`src/rtl/configurable_crc32_byte_engine_defines.svh`:
```
// assertion macros for the configurable crc32 byte engine
// expects clk and rst_n in the scope of every use
`ifndef CONFIGURABLE_CRC32_BYTE_ENGINE_DEFINES_SVH
`define CONFIGURABLE_CRC32_BYTE_ENGINE_DEFINES_SVH

// condition holds in the same cycle
`define CRC32BE_ASSERT_NOW(label, pre, post, msg) \
  label: assert property (@(posedge clk) disable iff (!rst_n) (pre) |-> (post)) \
    else $error(msg);

// condition holds in the next cycle
`define CRC32BE_ASSERT_NEXT(label, pre, post, msg) \
  label: assert property (@(posedge clk) disable iff (!rst_n) (pre) |=> (post)) \
    else $error(msg);

`endif

```
`src/rtl/crc32be_pkg.sv`:
```
// shared types, reset values and crc helper functions for the crc32 byte engine
// no dependencies
package crc32be_pkg;

  typedef enum logic [2:0] {
    CFG_POLYNOMIAL     = 3'd0,
    CFG_REFLECT_INPUT  = 3'd1,
    CFG_INITIAL_VALUE  = 3'd2,
    CFG_REFLECT_OUTPUT = 3'd3,
    CFG_FINAL_XOR      = 3'd4
  } cfg_idx_t;

  typedef struct packed {
    logic [31:0] polynomial;
    logic        reflect_input;
    logic [31:0] initial_value;
    logic        reflect_output;
    logic [31:0] final_xor;
  } cfg_t;

  typedef struct packed {
    logic s1_valid;
    logic s1_last;
    logic push;
  } dp_status_t;

  localparam logic [31:0] POLY_RESET  = 32'h04C1_1DB7;
  localparam logic [31:0] INIT_RESET  = 32'hFFFF_FFFF;
  localparam logic [31:0] FXOR_RESET  = 32'h0000_0000;

  function automatic logic [7:0] rev8(input logic [7:0] v);
    logic [7:0] r;
    for (int i = 0; i < 8; i++) begin
      r[i] = v[7-i];
    end
    return r;
  endfunction

  function automatic logic [31:0] rev32(input logic [31:0] v);
    logic [31:0] r;
    for (int i = 0; i < 32; i++) begin
      r[i] = v[31-i];
    end
    return r;
  endfunction

  // msb-first byte update; the reflected form is the same update on mirrored bits
  function automatic logic [31:0] crc_byte(input logic [31:0] crc, input logic [7:0] b,
                                           input logic [31:0] poly);
    logic [31:0] r;
    r = crc ^ {b, 24'h00_0000};
    for (int i = 0; i < 8; i++) begin
      r = r[31] ? ({r[30:0], 1'b0} ^ poly) : {r[30:0], 1'b0};
    end
    return r;
  endfunction

endpackage

```
`src/rtl/configurable_crc32_byte_engine.sv`:
```
// configurable crc32 engine, one message byte per request
// uses crc32be_pkg, crc32be_cfg_regs, crc32be_datapath, crc32be_out_buf
//
// input stream: in_tdata carries one byte, in_tuser says the byte belongs to
// the message (low for an empty-message end marker or an idle request), and
// in_tlast ends the message. only a request with in_tlast high gives a result.
// output stream: out_tdata carries the finished 32-bit crc.
// config port: cfg_index picks polynomial(0), reflect_input(1),
// initial_value(2), reflect_output(3) or final_xor(4); cfg_ready is always
// high. any known write presets the running crc, dropping a partial message.
// throughput: one byte per cycle while no last byte waits for the result slot,
// set by the combinational byte update between the input register and the crc register.
// result path: a last byte passes the input register, then the result register drives out_tvalid.
// reset: settings return to crc-32/mpeg-2 and the crc register to all ones.
// stall: a held result keeps accepting non-last bytes; a last byte waits in
// the input register with in_tready low until the result slot frees.
module configurable_crc32_byte_engine (
  input  logic        clk,
  input  logic        rst_n,
  input  logic        in_tvalid,
  output logic        in_tready,
  input  logic [7:0]  in_tdata,   // [7:0] data_byte
  input  logic        in_tuser,   // [0] byte_valid
  input  logic        in_tlast,
  output logic        out_tvalid,
  input  logic        out_tready,
  output logic [31:0] out_tdata,  // [31:0] crc_value
  input  logic        cfg_valid,
  output logic        cfg_ready,
  input  logic [2:0]  cfg_index,
  input  logic [31:0] cfg_data
);

  `include "configurable_crc32_byte_engine_defines.svh"

  crc32be_pkg::cfg_t       cfg;
  crc32be_pkg::dp_status_t status;
  logic                    preset;
  logic                    out_free;
  logic [31:0]             result;

  assign cfg_ready = 1'b1;

  crc32be_cfg_regs u_cfg (
    .clk       (clk),
    .rst_n     (rst_n),
    .cfg_valid (cfg_valid),
    .cfg_index (cfg_index),
    .cfg_data  (cfg_data),
    .cfg       (cfg),
    .preset    (preset)
  );

  crc32be_datapath u_dp (
    .clk           (clk),
    .rst_n         (rst_n),
    .cfg           (cfg),
    .preset        (preset),
    .in_tvalid     (in_tvalid),
    .in_tready     (in_tready),
    .in_byte       (in_tdata),
    .in_byte_valid (in_tuser),
    .in_last       (in_tlast),
    .out_free      (out_free),
    .result        (result),
    .status        (status)
  );

  crc32be_out_buf u_out (
    .clk        (clk),
    .rst_n      (rst_n),
    .push       (status.push),
    .push_data  (result),
    .free       (out_free),
    .out_tvalid (out_tvalid),
    .out_tready (out_tready),
    .out_tdata  (out_tdata)
  );

  // a new result never lands on one still waiting
  `CRC32BE_ASSERT_NOW(a_no_overwrite, status.push && out_tvalid, out_tready, "result overwritten")
  `CRC32BE_ASSERT_NEXT(a_push_shows, status.push, out_tvalid, "pushed result not presented")
  `CRC32BE_ASSERT_NOW(a_last_waits,
    status.s1_valid && status.s1_last && out_tvalid && !out_tready,
    !in_tready && !status.push, "last byte advanced into a full result slot")

endmodule

```
`src/rtl/crc32be_cfg_regs.sv`:
```
// configuration register file of the crc32 byte engine
// depends on crc32be_pkg
module crc32be_cfg_regs (
  input  logic                clk,
  input  logic                rst_n,
  input  logic                cfg_valid,
  input  logic [2:0]          cfg_index,
  input  logic [31:0]         cfg_data,
  output crc32be_pkg::cfg_t   cfg,
  output logic                preset
);

  crc32be_pkg::cfg_t cfg_r, cfg_nxt;
  logic              preset_r, preset_nxt;

  always_comb begin
    cfg_nxt    = cfg_r;
    preset_nxt = 1'b0;
    if (cfg_valid) begin
      preset_nxt = 1'b1;
      unique case (crc32be_pkg::cfg_idx_t'(cfg_index))
        crc32be_pkg::CFG_POLYNOMIAL:     cfg_nxt.polynomial     = cfg_data;
        crc32be_pkg::CFG_REFLECT_INPUT:  cfg_nxt.reflect_input  = cfg_data[0];
        crc32be_pkg::CFG_INITIAL_VALUE:  cfg_nxt.initial_value  = cfg_data;
        crc32be_pkg::CFG_REFLECT_OUTPUT: cfg_nxt.reflect_output = cfg_data[0];
        crc32be_pkg::CFG_FINAL_XOR:      cfg_nxt.final_xor      = cfg_data;
        // unknown index leaves everything untouched
        default:                         preset_nxt = 1'b0;
      endcase
    end
  end

  always_ff @(posedge clk) begin
    if (!rst_n) begin
      cfg_r.polynomial     <= crc32be_pkg::POLY_RESET;
      cfg_r.reflect_input  <= 1'b0;
      cfg_r.initial_value  <= crc32be_pkg::INIT_RESET;
      cfg_r.reflect_output <= 1'b0;
      cfg_r.final_xor      <= crc32be_pkg::FXOR_RESET;
      preset_r             <= 1'b0;
    end else begin
      cfg_r    <= cfg_nxt;
      preset_r <= preset_nxt;
    end
  end

  assign cfg    = cfg_r;
  assign preset = preset_r;

endmodule

```
`src/rtl/crc32be_datapath.sv`:
```
// input register, running crc register and finishing logic
// depends on crc32be_pkg
module crc32be_datapath (
  input  logic                    clk,
  input  logic                    rst_n,
  input  crc32be_pkg::cfg_t       cfg,
  input  logic                    preset,
  input  logic                    in_tvalid,
  output logic                    in_tready,
  input  logic [7:0]              in_byte,
  input  logic                    in_byte_valid,
  input  logic                    in_last,
  input  logic                    out_free,
  output logic [31:0]             result,
  output crc32be_pkg::dp_status_t status
);

  logic        s1_valid_r, s1_valid_nxt;
  logic [7:0]  s1_byte_r;
  logic        s1_bvalid_r;
  logic        s1_last_r;
  logic [31:0] crc_r, crc_nxt;
  logic        s1_adv;
  logic        in_acc;
  logic [7:0]  feed_byte;
  logic [31:0] crc_upd;
  logic [31:0] crc_fin;

  // register kept msb-first; a reflected run feeds mirrored bytes
  assign feed_byte = cfg.reflect_input ? crc32be_pkg::rev8(s1_byte_r) : s1_byte_r;
  assign crc_upd   = s1_bvalid_r ? crc32be_pkg::crc_byte(crc_r, feed_byte, cfg.polynomial)
                                 : crc_r;
  assign crc_fin   = cfg.reflect_output ? crc32be_pkg::rev32(crc_upd) : crc_upd;
  assign result    = crc_fin ^ cfg.final_xor;

  // an item without tlast never needs the output slot
  assign s1_adv    = s1_valid_r && (!s1_last_r || out_free);
  assign in_tready = !s1_valid_r || s1_adv;
  assign in_acc    = in_tvalid && in_tready;

  always_comb begin
    s1_valid_nxt = s1_valid_r;
    if (in_acc) begin
      s1_valid_nxt = 1'b1;
    end else if (s1_adv) begin
      s1_valid_nxt = 1'b0;
    end
    crc_nxt = crc_r;
    if (preset) begin
      crc_nxt = cfg.initial_value;
    end else if (s1_adv) begin
      crc_nxt = s1_last_r ? cfg.initial_value : crc_upd;
    end
  end

  always_ff @(posedge clk) begin
    if (!rst_n) begin
      s1_valid_r <= 1'b0;
      crc_r      <= crc32be_pkg::INIT_RESET;
    end else begin
      s1_valid_r <= s1_valid_nxt;
      crc_r      <= crc_nxt;
    end
  end

  always_ff @(posedge clk) begin
    if (in_acc) begin
      s1_byte_r   <= in_byte;
      s1_bvalid_r <= in_byte_valid;
      s1_last_r   <= in_last;
    end
  end

  assign status = '{s1_valid: s1_valid_r, s1_last: s1_last_r, push: s1_adv && s1_last_r};

endmodule

```
`src/rtl/crc32be_out_buf.sv`:
```
// result register on the output stream
// no dependencies
module crc32be_out_buf (
  input  logic        clk,
  input  logic        rst_n,
  input  logic        push,
  input  logic [31:0] push_data,
  output logic        free,
  output logic        out_tvalid,
  input  logic        out_tready,
  output logic [31:0] out_tdata
);

  logic        out_valid_r, out_valid_nxt;
  logic [31:0] out_data_r;

  assign free = !out_valid_r || out_tready;

  always_comb begin
    out_valid_nxt = out_valid_r;
    if (push) begin
      out_valid_nxt = 1'b1;
    end else if (out_tready) begin
      out_valid_nxt = 1'b0;
    end
  end

  always_ff @(posedge clk) begin
    if (!rst_n) begin
      out_valid_r <= 1'b0;
    end else begin
      out_valid_r <= out_valid_nxt;
    end
  end

  always_ff @(posedge clk) begin
    if (push) begin
      out_data_r <= push_data;
    end
  end

  assign out_tvalid = out_valid_r;
  assign out_tdata  = out_data_r;

endmodule
```
`config.mk`:
```
export PLATFORM = sky130hd
export DESIGN_NAME = configurable_crc32_byte_engine
export DESIGN_NICKNAME = d
export VERILOG_FILES = /design/src/rtl/crc32be_pkg.sv /design/src/rtl/configurable_crc32_byte_engine.sv /design/src/rtl/crc32be_cfg_regs.sv /design/src/rtl/crc32be_datapath.sv /design/src/rtl/crc32be_out_buf.sv
export VERILOG_INCLUDE_DIRS = /design/src /design/src/rtl
export SDC_FILE = /design/constraint.sdc
export NUM_CORES = 1
export LEC_CHECK = 0
export BUFFER_PORTS_ARGS = -buffer_cell sky130_fd_sc_hd__buf_2
export CAP_MARGIN = 30
export CORE_MARGIN = 1.5
export CORE_UTILIZATION = 33
export CTS_BUF_LIST = sky130_fd_sc_hd__clkbuf_16
export CTS_CLUSTER_SIZE = 14
export DETAILED_ROUTE_END_ITERATION = 12
export GPL_TIMING_DRIVEN = 0
export HOLD_SLACK_MARGIN = 0.02
export PLACE_DENSITY = 0.49
export SLEW_MARGIN = 0
export SYNTH_ARGS = -nofsm -noshare
export SYNTH_HDL_FRONTEND = slang
export SYNTH_SLANG_ARGS = --single-unit
```
`constraint.sdc`:
```
create_clock -name clk -period 6.6 [get_ports clk]
set_clock_uncertainty 0.05 [all_clocks]
set_input_delay 1.98 -clock clk [delete_from_list [all_inputs] [get_ports clk]]
set_output_delay 1.98 -clock clk [all_outputs]
set_load 0.005 [all_outputs]
```
==> out/qor.csv <==
metric,value,unit
Longest Clk Path Bufs,2,
fillcell total,3728,
M1 GR Usage,30.6,%
Site Rows,70,
CTS tree,yes,
Pleak,5.35,nW
initial antenna violation count,0,
crit-path max FO,10,
FF-to-FF path depth,17,
setup violators final,0,
"EDFF count, synth",42,
setup_tns,0,ps
max incr delay on CP,560,ps
drc violations,0,
die area,0.0382,mm²
Buf/Inv on CP,4,
CTS H-tree depth,4,
"number of placed instances, taps included",1981,
Synthesis Warnings,0,
share of cells above drive strength 1,12.2,%
RD Place Congestion,0.890,
drt via density,5.29,
GR met3 Demand/Resource,2.57,%
ANT cells,0,
FF-to-FF setup slack,720,ps
Setup crit start,u_dp.crc_r[30],
P&R area growth vs syn,13.1,%
Routed Antenna Nets,0,
first-pass GRT wire length,62900,µm
Post-CTS Setup Repair Bufs,0,
Post-Layout Cell Count,2013,
Slew @ Worst Pin,964,ps
Core ar.,0.0365,mm²
Worst-Skew Late Latency,450,ps
global-route usage over all layers,22.0,%
final wirelength,41600,µm
CP Depth,17,
Register Area,0.00392,mm²
Slew HR,35.8,%
met2 Track Usage GR,35.6,%
reg-to-reg startpoint,u_dp.crc_r[30],
post-DP HPWL,31900,µm
RSZ-0062 raised after global routing,no,
crit path capture,u_out.out_tdata[2],
die extent in y,196,µm
worst IR drop on VDD,0.209,mV
Most used DFF post-synth,dfxtp_1,
Tcrit/Tclk final,89.2,%
global route total overflow,0,
worst hold-check path type,flop to flop,
final-report hold violation count,0,
Critical Path Source Type,flop,
Max Cap Viol,0,
I/O Buffers,82,
final period demand of the worst path,5880,ps
clock sink total,175,
Async SR Flop Fraction,0,%
status,finished clean,
Top Ports,85,
Nets,1582,
critical path's top delay family,simple AND/OR/NAND/NOR gates,
Iter 0 DRT Violations,1012,
Synth Instances,1427,
reg-to-reg critical path endpoint,u_out.out_tdata[2],
Finished Cell Area,0.0138,mm²
power density over cell area,310,mW/mm²
"Cell Area, Placed",0.0133,mm²
vias in the first global route,10100,
GR peak layer,met2,
post-synthesis register bit count,175,
"Avg Cell Area, Syn",8.57,µm²
1st-pass router iterations,5,
Worst path most repeated cell,buf_2,
Initial Utilization,33.5,%
clock-pin slew on the worst setup and hold paths,70,ps
root buf cell,clkbuf_16,
CP max-delay cell,buf_1,
Critical Path RT,6750,ps
area of the multi-input gates,0.00776,mm²
pin count of the biggest net entering global routing,26,
kind of critical path,flop to flop,
data arrival time of the worst path,6030,ps
routed via count,10700,
Final Max Tran Viols,0,
Worst setup EP type,flop,
Num CTS Buffers,17,
Post-CTS Resized,0,
Max Clk Rate,170,MHz
register area share after synthesis,32.1,%
CTS Hold Bufs,0,
wire length per cell,20.6,µm
Syn Nets,1477,
width of the die,196,µm
Yosys cell types,76,
Mapped Area,0.0122,mm²
"Cell Chain, Critical Path",buf_1 > xnor2_2 > nand3_1 > nand4_1 > and2_1 > buf_2 > a22o_1 > or3_4 > a311oi_2 > and2b_1 > nor3_1 > buf_2 > buf_4 > o21ai_1 > xnor3_1 > mux4_2 > xor2_1,
stage by stage:
| stage | total power [W] | hold WS [ps] | utilization, % | worst slack [ps] |
|---|---|---|---|---|
| global route | 0.00449 | 436 | 37.9 | 369 |
| global placement | 0.00330 | 394 | 36.2 | 534 |
| detailed placement | 0.00329 | 397 | 36.4 | 725 |
| finish | 0.00429 | 415 | 37.9 | 715 |
| floorplan | 0.00276 | 382 | - | 1850 |
| CTS | 0.00430 | 416 | 37.9 | 688 |
synthesized netlist by cell type (all sizes together) (3+ instances only):
| library cell | number | share of area, % |
|---|---|---|
| a211o | 3 | 0.21 |
| a211oi | 7 | 0.43 |
| a21boi | 52 | 3.2 |
| a21o | 3 | 0.18 |
| a21oi | 22 | 0.93 |
| a22o | 6 | 0.43 |
| a311oi | 9 | 0.70 |
| a31oi | 30 | 1.5 |
| and2 | 36 | 1.8 |
| and3 | 12 | 0.61 |
| and3b | 3 | 0.21 |
| buf | 25 | 1.2 |
| clkbuf | 104 | 3.2 |
| dfxtp | 133 | 22 |
| edfxtp | 42 | 10 |
| inv | 6 | 0.18 |
| mux2 | 4 | 0.37 |
| mux2i | 17 | 1.6 |
| mux4 | 29 | 5.3 |
| nand2 | 401 | 12 |
| nand3 | 62 | 2.5 |
| nand3b | 3 | 0.18 |
| nand4 | 11 | 0.56 |
| nor2 | 24 | 0.74 |
| nor2b | 7 | 0.36 |
| nor3 | 5 | 0.20 |
| o2111a | 8 | 0.74 |
| o211a | 4 | 0.33 |
| o211ai | 35 | 2.1 |
| o21ai | 44 | 1.8 |
| o311ai | 4 | 0.29 |
| or2 | 3 | 0.15 |
| or3b | 3 | 0.21 |
| xnor2 | 150 | 11 |
| xnor3 | 28 | 5.2 |
| xor2 | 63 | 4.7 |
sequential cells by signal, indices dropped and copies added (netlist names):
name              cells
u_cfg.cfg            98
u_cfg.preset          1
u_dp.crc_r           32
u_dp.s1_bvalid_r      1
u_dp.s1_byte_r        8
u_dp.s1_last_r        1
u_dp.s1_valid_r       1
u_out.out_tdata      32
u_out.out_tvalid      1
cells in the final DEF (no fill, tap or decap), types with 4 or more instances in the layout:
cell type,n
o21ai_1,19
nand3_1,62
and3_1,12
edfxtp_1,42
clkbuf_1,104
buf_2,91
xnor2_1,145
o2111a_1,8
o311ai_0,4
and2_1,35
dfxtp_1,133
nor3_1,5
o211a_1,4
buf_6,4
mux2_2,4
xor2_1,61
nor2b_1,7
a21oi_1,21
mux4_2,29
nand4_1,11
o21ai_0,24
clkbuf_16,17
inv_1,6
a31oi_1,30
a22o_1,6
a311oi_1,8
xnor3_1,28
a211oi_1,7
nor2_1,23
buf_1,10
o211ai_1,35
a21boi_0,52
buf_4,4
inv_6,6
nand2_1,401
mux2i_1,14
how the worst min path moves through the flow:
| stage | startpoint | to | slack, ps | cells after the start |
|---|---|---|---|---|
| after CTS | u_cfg.cfg[61] | u_cfg.cfg[61] | 420 | 2 |
| final | u_cfg.cfg[59] | u_cfg.cfg[59] | 420 | 2 |
| after floorplan | u_cfg.cfg[35] | u_cfg.cfg[35] | 380 | 2 |
| after detailed placement | u_cfg.cfg[61] | u_cfg.cfg[61] | 400 | 2 |
| after global routing | u_cfg.cfg[60] | u_cfg.cfg[60] | 440 | 2 |
| after global placement | u_cfg.cfg[41] | u_cfg.cfg[41] | 390 | 2 |
where the power goes:
| group | switching [W] | leakage (nW) | internal (W) |
|---|---|---|---|
| combinational | 0.00111 | 3.61 | 0.000960 |
| clock | 0.000489 | 0.268 | 0.000495 |
| sequential | 0.0000496 | 1.47 | 0.00119 |
worst min-delay path: cells and delay by family (launching register included):
family | cells | cell delay (ps)
flops | 1 | 320
simple gates | 2 | 120
per-layer routing:
layer  up-vias  wire length, µm  share of wire [%]
met3        51             2200                5.3
met2       354            19200                 46
met5         -                0                  0
met4         0              892                2.1
met1      5150            19200                 46
li1       5102                -                  -
layout make-up:
class | instances | area share [%]
tap | 468 | 4.23
clock buffer | 17 | 3.07
inverter | 7 | 0.190
buffer | 129 | 3.85
sequential | 175 | 28.4
multi-input combinational | 1116 | 56.0
timing repair buffer | 86 | 3.33
clock inverter | 15 | 0.931
logic make-up (layout without fill, tap and decap cells):
family	count (synthesis)	in the layout	synth area share, %
other cells	1	1	0.0307
compound gates	244	244	14.2
flops	175	175	32.1
xor+xnor	242	242	21.3
buf+inv	136	254	4.57
simple gates	579	579	20.5
mux	50	50	7.33
Power figures use the tool's default switching activity.
